### src/sv/caff_container_validator_defines.svh
// assertion macros for the caff container validator
`ifndef CAFF_CONTAINER_VALIDATOR_DEFINES_SVH
`define CAFF_CONTAINER_VALIDATOR_DEFINES_SVH
// implication check clocked on clk with async reset
`define CAFF_ASSERT_IMP(label, ante, cons) \
	label: assert property (@(posedge clk) disable iff (!arst_n) (ante) |-> (cons)) \
		else $error("assertion failed");
// next-cycle implication
`define CAFF_ASSERT_NEXT(label, ante, cons) \
	label: assert property (@(posedge clk) disable iff (!arst_n) (ante) |=> (cons)) \
		else $error("assertion failed");
`endif

### src/sv/caff_pkg.sv
// shared types and constants of the caff container validator
package caff_pkg;
	localparam logic [4:0] PH_HDR_ID     = 5'd0;
	localparam logic [4:0] PH_HDR_LEN    = 5'd1;
	localparam logic [4:0] PH_CAFF_MAGIC = 5'd2;
	localparam logic [4:0] PH_HDR_SIZE   = 5'd3;
	localparam logic [4:0] PH_NUM_ANIM   = 5'd4;
	localparam logic [4:0] PH_CRED_ID    = 5'd5;
	localparam logic [4:0] PH_CRED_LEN   = 5'd6;
	localparam logic [4:0] PH_DATE       = 5'd7;
	localparam logic [4:0] PH_CREATOR_N  = 5'd8;
	localparam logic [4:0] PH_CREATOR    = 5'd9;
	localparam logic [4:0] PH_ANIM_ID    = 5'd10;
	localparam logic [4:0] PH_ANIM_LEN   = 5'd11;
	localparam logic [4:0] PH_DURATION   = 5'd12;
	localparam logic [4:0] PH_CIFF_MAGIC = 5'd13;
	localparam logic [4:0] PH_CIFF_HSIZE = 5'd14;
	localparam logic [4:0] PH_CONTENT    = 5'd15;
	localparam logic [4:0] PH_WIDTH      = 5'd16;
	localparam logic [4:0] PH_HEIGHT     = 5'd17;
	localparam logic [4:0] PH_CAPTION    = 5'd18;
	localparam logic [4:0] PH_TAGS       = 5'd19;
	localparam logic [4:0] PH_PIXELS     = 5'd20;
	localparam logic [4:0] PH_DONE       = 5'd21;
	localparam logic [4:0] PH_ERROR      = 5'd22;
	localparam logic [4:0] PH_MUL        = 5'd23;

	localparam logic [2:0] ST_OK      = 3'd0;
	localparam logic [2:0] ST_HDR_ID  = 3'd1;
	localparam logic [2:0] ST_CAFF    = 3'd2;
	localparam logic [2:0] ST_CRED_ID = 3'd3;
	localparam logic [2:0] ST_ANIM_ID = 3'd4;
	localparam logic [2:0] ST_CIFF    = 3'd5;
	localparam logic [2:0] ST_CONTENT = 3'd6;
	localparam logic [2:0] ST_LENGTH  = 3'd7;

	localparam logic [7:0] ID_HEADER  = 8'd1;
	localparam logic [7:0] ID_CREDITS = 8'd2;
	localparam logic [7:0] ID_ANIM    = 8'd3;
	localparam logic [7:0] NEWLINE    = 8'h0a;
	localparam int unsigned DATE_BYTES = 6;

	// commands from controller to datapath
	typedef struct packed {
		logic       clear_all;   // return to reset values (the size product register is kept)
		logic       take_word;   // shift data byte into accumulator
		logic       cnt_inc;     // bump byte counter
		logic       cnt_clr;
		logic       load_anims;
		logic       load_dur;
		logic       load_hsize;
		logic       load_content;
		logic       load_width;
		logic       load_height;
		logic       load_skip_word;
		logic       load_skip_tags;
		logic       load_skip_pix;
		logic       dec_skip;
		logic       finish_anim;
		logic       hdr_seen_inc;
		logic       hdr_seen_clr;
		logic       mul_start;
		logic       mul_step;
	} caff_cmd_t;

	// status from datapath to controller
	typedef struct packed {
		logic [3:0] cnt;
		logic       word_last;   // this byte completes a word
		logic       word_zero;   // completed word is zero
		logic       skip_one;    // skip counter equals one
		logic       anims_zero;
		logic       anims_one;
		logic       tags_left;   // header size exceeds bytes seen
		logic       content_zero;
		logic       mul_done;
		logic       size_ok;
	} caff_sts_t;

	function automatic logic [7:0] caff_magic(input logic [1:0] i);
		case (i)
			2'd0: caff_magic = 8'h43;
			2'd1: caff_magic = 8'h41;
			default: caff_magic = 8'h46;
		endcase
	endfunction

	function automatic logic [7:0] ciff_sig_byte(input logic [1:0] i);
		case (i)
			2'd0: ciff_sig_byte = 8'h43;
			2'd1: ciff_sig_byte = 8'h49;
			default: ciff_sig_byte = 8'h46;
		endcase
	endfunction
endpackage

### src/sv/caff_ctrl.sv
// controller: phase sequencing, magic and id checks, handshakes
module caff_ctrl import caff_pkg::*; (
	input  logic       clk,
	input  logic       arst_n,
	input  logic       in_valid,
	output logic       in_ready,
	input  logic [7:0] data_byte,
	input  logic       end_of_file,
	input  logic       out_ready,
	output logic       out_valid,
	output logic       out_final,
	output logic [2:0] out_status,
	output logic       out_capture,
	input  caff_sts_t  sts,
	output caff_cmd_t  cmd
);
	logic [4:0] phase_q, phase_d;
	logic [2:0] err_q, err_d;
	logic       eof_q;       // eof byte parked during the multiply
	logic       acc;
	logic       report;
	logic       fin;
	logic [2:0] fin_status;
	logic       eof_d;

	// not in the size check, and the output register is free or drains this cycle
	assign in_ready = (phase_q != PH_MUL) && (!out_valid || out_ready);
	assign acc = in_valid && in_ready;

	function automatic logic [4:0] after_anims(input logic zero);
		after_anims = zero ? PH_DONE : PH_ANIM_ID;
	endfunction

	always_comb begin
		cmd = '0;
		phase_d = phase_q;
		err_d = err_q;
		report = 1'b0;
		fin = 1'b0;
		fin_status = ST_OK;
		eof_d = eof_q;
		if (phase_q == PH_MUL) begin
			cmd.mul_step = 1'b1;
			if (sts.mul_done) begin
				if (!sts.size_ok) begin
					phase_d = PH_ERROR; err_d = ST_CONTENT;
				end else begin
					phase_d = PH_CAPTION; report = !eof_q;
				end
				if (eof_q) begin
					fin = 1'b1;
					fin_status = sts.size_ok ? ST_LENGTH : ST_CONTENT;
				end
				cmd.mul_step = 1'b0;
			end
		end else if (acc) begin
			if (phase_q >= PH_CIFF_MAGIC && phase_q <= PH_CAPTION) cmd.hdr_seen_inc = 1'b1;
			case (phase_q)
				PH_HDR_ID:
					if (data_byte != ID_HEADER) begin
						phase_d = PH_ERROR; err_d = ST_HDR_ID;
					end else phase_d = PH_HDR_LEN;
				PH_CRED_ID:
					if (data_byte != ID_CREDITS) begin
						phase_d = PH_ERROR; err_d = ST_CRED_ID;
					end else phase_d = PH_CRED_LEN;
				PH_ANIM_ID:
					if (data_byte != ID_ANIM) begin
						phase_d = PH_ERROR; err_d = ST_ANIM_ID;
					end else phase_d = PH_ANIM_LEN;
				PH_CAFF_MAGIC, PH_CIFF_MAGIC: begin
					if (data_byte != ((phase_q == PH_CAFF_MAGIC) ?
							caff_magic(sts.cnt[1:0]) : ciff_sig_byte(sts.cnt[1:0]))) begin
						phase_d = PH_ERROR;
						err_d = (phase_q == PH_CAFF_MAGIC) ? ST_CAFF : ST_CIFF;
					end else if (sts.cnt == 4'd3) begin
						cmd.cnt_clr = 1'b1;
						phase_d = (phase_q == PH_CAFF_MAGIC) ? PH_HDR_SIZE : PH_CIFF_HSIZE;
					end else cmd.cnt_inc = 1'b1;
				end
				PH_DATE:
					if (sts.cnt == 4'(DATE_BYTES - 1)) begin
						cmd.cnt_clr = 1'b1; phase_d = PH_CREATOR_N;
					end else cmd.cnt_inc = 1'b1;
				PH_HDR_LEN, PH_HDR_SIZE, PH_NUM_ANIM, PH_CRED_LEN, PH_CREATOR_N,
				PH_ANIM_LEN, PH_DURATION, PH_CIFF_HSIZE, PH_CONTENT, PH_WIDTH,
				PH_HEIGHT: begin
					cmd.take_word = 1'b1;
					if (sts.word_last) begin
						cmd.cnt_clr = 1'b1;
						case (phase_q)
							PH_HDR_LEN: phase_d = PH_CAFF_MAGIC;
							PH_HDR_SIZE: phase_d = PH_NUM_ANIM;
							PH_NUM_ANIM: begin cmd.load_anims = 1'b1; phase_d = PH_CRED_ID; end
							PH_CRED_LEN: phase_d = PH_DATE;
							PH_CREATOR_N: begin
								cmd.load_skip_word = 1'b1;
								phase_d = sts.word_zero ? after_anims(sts.anims_zero) : PH_CREATOR;
							end
							PH_ANIM_LEN: phase_d = PH_DURATION;
							PH_DURATION: begin
								cmd.load_dur = 1'b1; cmd.hdr_seen_clr = 1'b1;
								phase_d = PH_CIFF_MAGIC;
							end
							PH_CIFF_HSIZE: begin cmd.load_hsize = 1'b1; phase_d = PH_CONTENT; end
							PH_CONTENT: begin cmd.load_content = 1'b1; phase_d = PH_WIDTH; end
							PH_WIDTH: begin cmd.load_width = 1'b1; phase_d = PH_HEIGHT; end
							default: begin
								cmd.load_height = 1'b1; cmd.mul_start = 1'b1;
								phase_d = PH_MUL;
							end
						endcase
					end else cmd.cnt_inc = 1'b1;
				end
				PH_CREATOR: begin
					cmd.dec_skip = 1'b1;
					if (sts.skip_one) phase_d = after_anims(sts.anims_zero);
				end
				PH_CAPTION:
					if (data_byte == NEWLINE) begin
						if (sts.tags_left) begin
							cmd.load_skip_tags = 1'b1; phase_d = PH_TAGS;
						end else if (sts.content_zero) begin
							cmd.finish_anim = 1'b1; phase_d = after_anims(sts.anims_one);
						end else begin
							cmd.load_skip_pix = 1'b1; phase_d = PH_PIXELS;
						end
					end
				PH_TAGS: begin
					cmd.dec_skip = 1'b1;
					if (sts.skip_one) begin
						if (sts.content_zero) begin
							cmd.finish_anim = 1'b1; phase_d = after_anims(sts.anims_one);
						end else begin
							cmd.load_skip_pix = 1'b1; phase_d = PH_PIXELS;
						end
					end
				end
				PH_PIXELS: begin
					cmd.dec_skip = 1'b1;
					if (sts.skip_one) begin
						cmd.finish_anim = 1'b1; phase_d = after_anims(sts.anims_one);
					end
				end
				PH_ERROR: ;
				default: begin phase_d = PH_ERROR; err_d = ST_LENGTH; end
			endcase
			if (end_of_file) begin
				if (phase_d == PH_MUL) begin
					// status waits for the size check
					eof_d = 1'b1;
				end else begin
					fin = 1'b1;
					if (phase_d == PH_ERROR) fin_status = err_d;
					else if (phase_d == PH_DONE) fin_status = ST_OK;
					else fin_status = ST_LENGTH;
				end
			end
		end
		if (fin) begin
			cmd = '0;
			cmd.clear_all = 1'b1;
			phase_d = PH_HDR_ID;
			err_d = ST_OK;
			eof_d = 1'b0;
		end
	end

	always_ff @(posedge clk or negedge arst_n) begin
		if (!arst_n) begin
			phase_q <= PH_HDR_ID;
			err_q <= ST_OK;
			eof_q <= 1'b0;
			out_valid <= 1'b0;
			out_final <= 1'b0;
			out_status <= ST_OK;
		end else begin
			phase_q <= phase_d;
			err_q <= err_d;
			eof_q <= eof_d;
			if (fin || report) begin
				out_valid <= 1'b1;
				out_final <= fin;
				out_status <= fin ? fin_status : ST_OK;
			end else if (out_ready) out_valid <= 1'b0;
		end
	end

	assign out_capture = report;
endmodule

### config.mk
export PLATFORM = sky130hd
export DESIGN_NAME = caff_ctrl
export DESIGN_NICKNAME = d
export VERILOG_FILES = /design/src/sv/caff_container_validator_defines.svh /design/src/sv/caff_pkg.sv /design/src/sv/caff_ctrl.sv
export SDC_FILE = /design/constraint.sdc
export NUM_CORES = 1
export LEC_CHECK = 0
export BUFFER_PORTS_ARGS = -buffer_cell sky130_fd_sc_hd__buf_4
export CAP_MARGIN = 20
export CELL_PAD_IN_SITES_DETAIL_PLACEMENT = 2
export CELL_PAD_IN_SITES_GLOBAL_PLACEMENT = 2
export CORE_MARGIN = 5
export CORE_UTILIZATION = 31
export CTS_BUF_LIST = sky130_fd_sc_hd__clkbuf_4 sky130_fd_sc_hd__clkbuf_8
export CTS_CLUSTER_SIZE = 8
export DETAILED_ROUTE_END_ITERATION = 7
export GPL_TIMING_DRIVEN = 0
export PLACE_DENSITY = 0.89
export SYNTH_ARGS = -nofsm -noshare
export SYNTH_HDL_FRONTEND = slang
export SYNTH_SLANG_ARGS = --single-unit
### constraint.sdc
create_clock -name clk -period 2.9 [get_ports clk]
set_input_delay 0.725 -clock clk [delete_from_list [all_inputs] [get_ports clk]]
set_output_delay 0.725 -clock clk [all_outputs]
set_load 0.05 [all_outputs]
==> metrics.txt <==
# TYPE chip_impl_metric gauge
chip_impl_info{name="run_status",value="complete, but fails checks"} 1
chip_impl_info{name="failing_checks",value="negative setup slack"} 1
chip_impl_metric{name="drive_above_1_share",unit="%"} 52.2
chip_impl_metric{name="grt_start_max_net_pins",unit=""} 15
chip_impl_metric{name="routed_wl",unit="um"} 18000
chip_impl_metric{name="final_period_utilization",unit="%"} 112
chip_impl_metric{name="globalRouteMet1Util",unit="%"} 38.2
chip_impl_info{name="timing.critical_path.max_delay_family",value="compound AO/OA/AOI/OAI gates"} 1
chip_impl_metric{name="critical_path.max_stage_delay",unit="ns"} 0.46
chip_impl_metric{name="port_buffers",unit=""} 51
chip_impl_metric{name="gpl.final_weighted_congestion",unit=""} 0.897
chip_impl_info{name="tritoncts_clock_tree",value="done"} 1
chip_impl_metric{name="timing.critical_path.buf_inv",unit=""} 3
chip_impl_info{name="synth-main-ff-cell",value="dfrtp_1"} 1
chip_impl_metric{name="worst_slew_pin_slew",unit="ns"} 0.717
chip_impl_metric{name="final_core_utilization",unit="%"} 54.4
chip_impl_metric{name="fmax",unit="MHz"} 307
chip_impl_metric{name="detail_route.vias_per_cell",unit=""} 7.01
chip_impl_metric{name="syn_avg_cell_area",unit="um^2"} 7.08
chip_impl_metric{name="post_route_setup_tns",unit="ns"} -5.65
chip_impl_info{name="crit_path_start_kind",value="primary input"} 1
chip_impl_metric{name="drv_slew",unit=""} 0
chip_impl_metric{name="grt_antenna_before_repair",unit=""} 0
chip_impl_metric{name="crit_arrival",unit="ns"} 3.44
chip_impl_metric{name="drt_drc_violations_left",unit=""} 0
chip_impl_metric{name="synthesis.nets",unit=""} 343
chip_impl_metric{name="drt_iter0_markers",unit=""} 497
chip_impl_metric{name="worst_clock_skew",unit="ns"} 0.00447
chip_impl_metric{name="rows",unit=""} 31
chip_impl_metric{name="design_area",unit="um^2"} 3880
chip_impl_metric{name="hold_viol",unit=""} 0
chip_impl_metric{name="vdd_ir_max",unit="mV"} 0.421
chip_impl_metric{name="clk_latency",unit="ns"} 0.25
chip_impl_metric{name="mappedNetlistArea",unit="um^2"} 2240
chip_impl_info{name="top_usage_layer",value="met2"} 1
chip_impl_metric{name="coreArea",unit="um^2"} 7140
chip_impl_metric{name="tritoncts.num_buffers",unit=""} 3
chip_impl_metric{name="grt_util_all_layers",unit="%"} 32.2
chip_impl_metric{name="timing.max_cap.violations",unit=""} 0
chip_impl_metric{name="drt-wirelength-per-cell",unit="um"} 35.1
chip_impl_info{name="cp_cell_sequence",value="buf_8, nor3_4, buf_4, o211ai_1, buf_4, a31oi_4, o2111ai_4, nor4_2, and3_2, nor4b_4, a211oi_2, a221o_1"} 1
chip_impl_metric{name="max-clock-path-buffers",unit=""} 2
chip_impl_metric{name="hold_buffers",unit=""} 0
chip_impl_info{name="hp-class",value="primary input to async pin"} 1
chip_impl_metric{name="synth-async-reset-ratio",unit="%"} 100
chip_impl_metric{name="firstDrtPassIters",unit=""} 5
chip_impl_metric{name="ioPinCount",unit=""} 52
chip_impl_metric{name="grt_remaining_overflow",unit=""} 0
chip_impl_info{name="cts_root_buffer",value="clkbuf_8"} 1
chip_impl_metric{name="synth_seq_area_share",unit="%"} 15.6
chip_impl_metric{name="global_route_wire_length_before_repair",unit="um"} 21600
chip_impl_metric{name="ctsHtreeMaxLevel",unit=""} 1
chip_impl_metric{name="vias_in_the_first_global_route",unit=""} 3586
chip_impl_metric{name="floorplan.die_area",unit="um^2"} 9040
chip_impl_metric{name="num_antenna_cells",unit=""} 0
chip_impl_metric{name="synth_cell_type_count",unit=""} 71
chip_impl_metric{name="die_h",unit="um"} 95.1
chip_impl_metric{name="power_density",unit="nW/um^2"} 998
chip_impl_metric{name="min_period",unit="ns"} 3.26
chip_impl_info{name="worst_path_most_repeated_cell",value="buf_4"} 1
chip_impl_metric{name="finish.net_count",unit=""} 442
chip_impl_info{name="end_kind",value="flip-flop"} 1
chip_impl_metric{name="die_width",unit="um"} 95.1
chip_impl_info{name="timing.setup.critical_path_class",value="primary input to flip-flop"} 1
chip_impl_metric{name="p_total",unit="uW"} 3880
chip_impl_metric{name="cellLeakagePower",unit="uW"} 0.00155
chip_impl_metric{name="finalSetupViolCount",unit=""} 24
chip_impl_metric{name="vias",unit=""} 3596
chip_impl_metric{name="floorplan.initialDensity",unit="%"} 31.5
chip_impl_metric{name="synth-edff-count",unit=""} 0
chip_impl_metric{name="critPathMaxFanout",unit=""} 5
chip_impl_metric{name="fillers",unit=""} 759
chip_impl_metric{name="setup_slack",unit="ns"} -0.355
chip_impl_metric{name="post_synthesis_instance_total",unit=""} 317
chip_impl_metric{name="post_layout_instance_count_excluding_filler_cells",unit=""} 513
chip_impl_metric{name="seqCellArea",unit="um^2"} 354
chip_impl_metric{name="detailed_place_hpwl",unit="um"} 8790
chip_impl_metric{name="dp.cells",unit=""} 467
chip_impl_metric{name="postPlaceCellArea",unit="um^2"} 2920
chip_impl_metric{name="tritoncts_num_sinks",unit=""} 14
chip_impl_metric{name="cp_data_required_time",unit="ns"} 3.09
chip_impl_metric{name="slew_headroom",unit="%"} 51.8
chip_impl_metric{name="layout_stage_area_growth_over_the_synthesis_result",unit="%"} 73.0
chip_impl_metric{name="multi_input_comb_area",unit="um^2"} 2270
chip_impl_info{name="cp_slowest_cell",value="nor4_2"} 1
chip_impl_info{name="rsz0062_at_grt",value="true"} 1
chip_impl_metric{name="gr-usage-met2",unit="%"} 54.8
chip_impl_metric{name="synthesis.yosys.warnings",unit=""} 0
chip_impl_metric{name="synth_seq_cells",unit=""} 14
chip_impl_metric{name="drt.antenna.violating_nets",unit=""} 0
chip_impl_metric{name="met3_usage_in_global_routing",unit="%"} 5.84
chip_impl_metric{name="clk_pin_slew",unit="ns"} 0.06
layout by cell type, fill, tap and decap left out, types with 5 or more instances in the layout:
master	n
o21ai_1	6
o21ai_0	14
a22o_1	5
nor4b_4	5
dfrtp_1	11
nand3_1	11
buf_4	72
nor2_2	5
nor2_4	7
a21oi_1	13
inv_1	12
nand2b_1	7
buf_6	28
clkbuf_8	6
nand2_1	30
a31oi_1	5
nor3_4	6
buf_8	7
nor3_1	8
nor2_1	21
stage by stage:
stage	setup WS [ns]	hold slack (ns)
3_3_place_gp	-0.668	0.478
3_5_place_dp	-0.891	0.491
2_1_floorplan	-0.304	0.429
5_1_grt	-0.419	0.327
6_report	-0.355	0.321
4_1_cts	-0.161	0.317
kinds of logic (layout without fill, tap and decap cells):
family                 Yosys count  in the layout  synth area share (%)
multiplexers                     1              1                 0.446
AO/OA/AOI/OAI                   98             98                  31.0
buffers and inverters           35            131                  9.81
flip-flops                      14             14                  15.6
AND/OR/NAND/NOR                169            170                  43.1
worst register-to-register path: cells and delay by family, from the launching register on:
family / cells / cell delay, ns
AOI/OAI and AO/OA: 4 / 1.05
and+or+nand+nor: 5 / 1.51
buffers and inverters: 1 / 0.18
DFF: 1 / 0.44
per-layer routing:
layer | up-vias | part of all wire (%)
met3 | 111 | 10
met5 | - | 0
li1 | 1398 | -
met4 | 0 | 6.5
met1 | 1779 | 38
met2 | 308 | 45
final cells by class:
class / count / area share, %
plain buffers: 19 / 5.12
multi-input cells: 269 / 58.5
inverters: 13 / 1.26
repair buffers: 96 / 21.7
flip-flops and latches: 14 / 9.12
clock buffers: 3 / 1.06
well taps: 99 / 3.19
where the power goes:
part,leakage (uW),internal (uW),switching [uW]
clock network,0.0000216,92.3,77.8
logic,0.00136,1240,2080
registers,0.000170,275,108
flip-flops by register name (all words and copies together), names as in the netlist:
name,count
err_q,3
out_final,1
eof_q,1
out_status,3
phase_q,5
out_valid,1
path summary, 6_finish.rpt:
path                                      end           from  slack, ns  depth (start not counted)
worst max-delay path            out_status[0]   data_byte[7]      -0.36                         12
worst min-delay path                out_valid         arst_n       0.32                          1
worst max register to register  out_status[0]     phase_q[2]      -0.34                         10
worst min register to register  out_status[1]  out_status[1]       0.52                          1
max in group asynchronous          phase_q[0]         arst_n       2.37                          1
min in group clk                out_status[1]  out_status[1]       0.52                          1
cell usage after synthesis (all sizes together) (5+ instances only):
cell | n | area [um^2]
nand2 | 35 | 131
nor2 | 33 | 126
o21ai | 22 | 110
a21oi | 18 | 90.1
nor3 | 18 | 95.1
nand3 | 17 | 95.1
buf | 16 | 109
dfrtp | 14 | 350
inv | 13 | 48.8
nand2b | 10 | 62.6
a31oi | 8 | 65.1
nor4 | 7 | 50.1
clkbuf | 6 | 62.6
nor4b | 6 | 88.8
a22o | 5 | 43.8
and3 | 5 | 32.5
repair_timing:
action,4_1_cts,5_1_grt
resized for setup,74,52
endpoints found under the setup margin,32,25
endpoints found under the hold margin,0,0
buffers inserted,23,21
gates cloned,1,1
pin swaps,20,21
No activity file was read; power rests on OpenSTA's default activity.
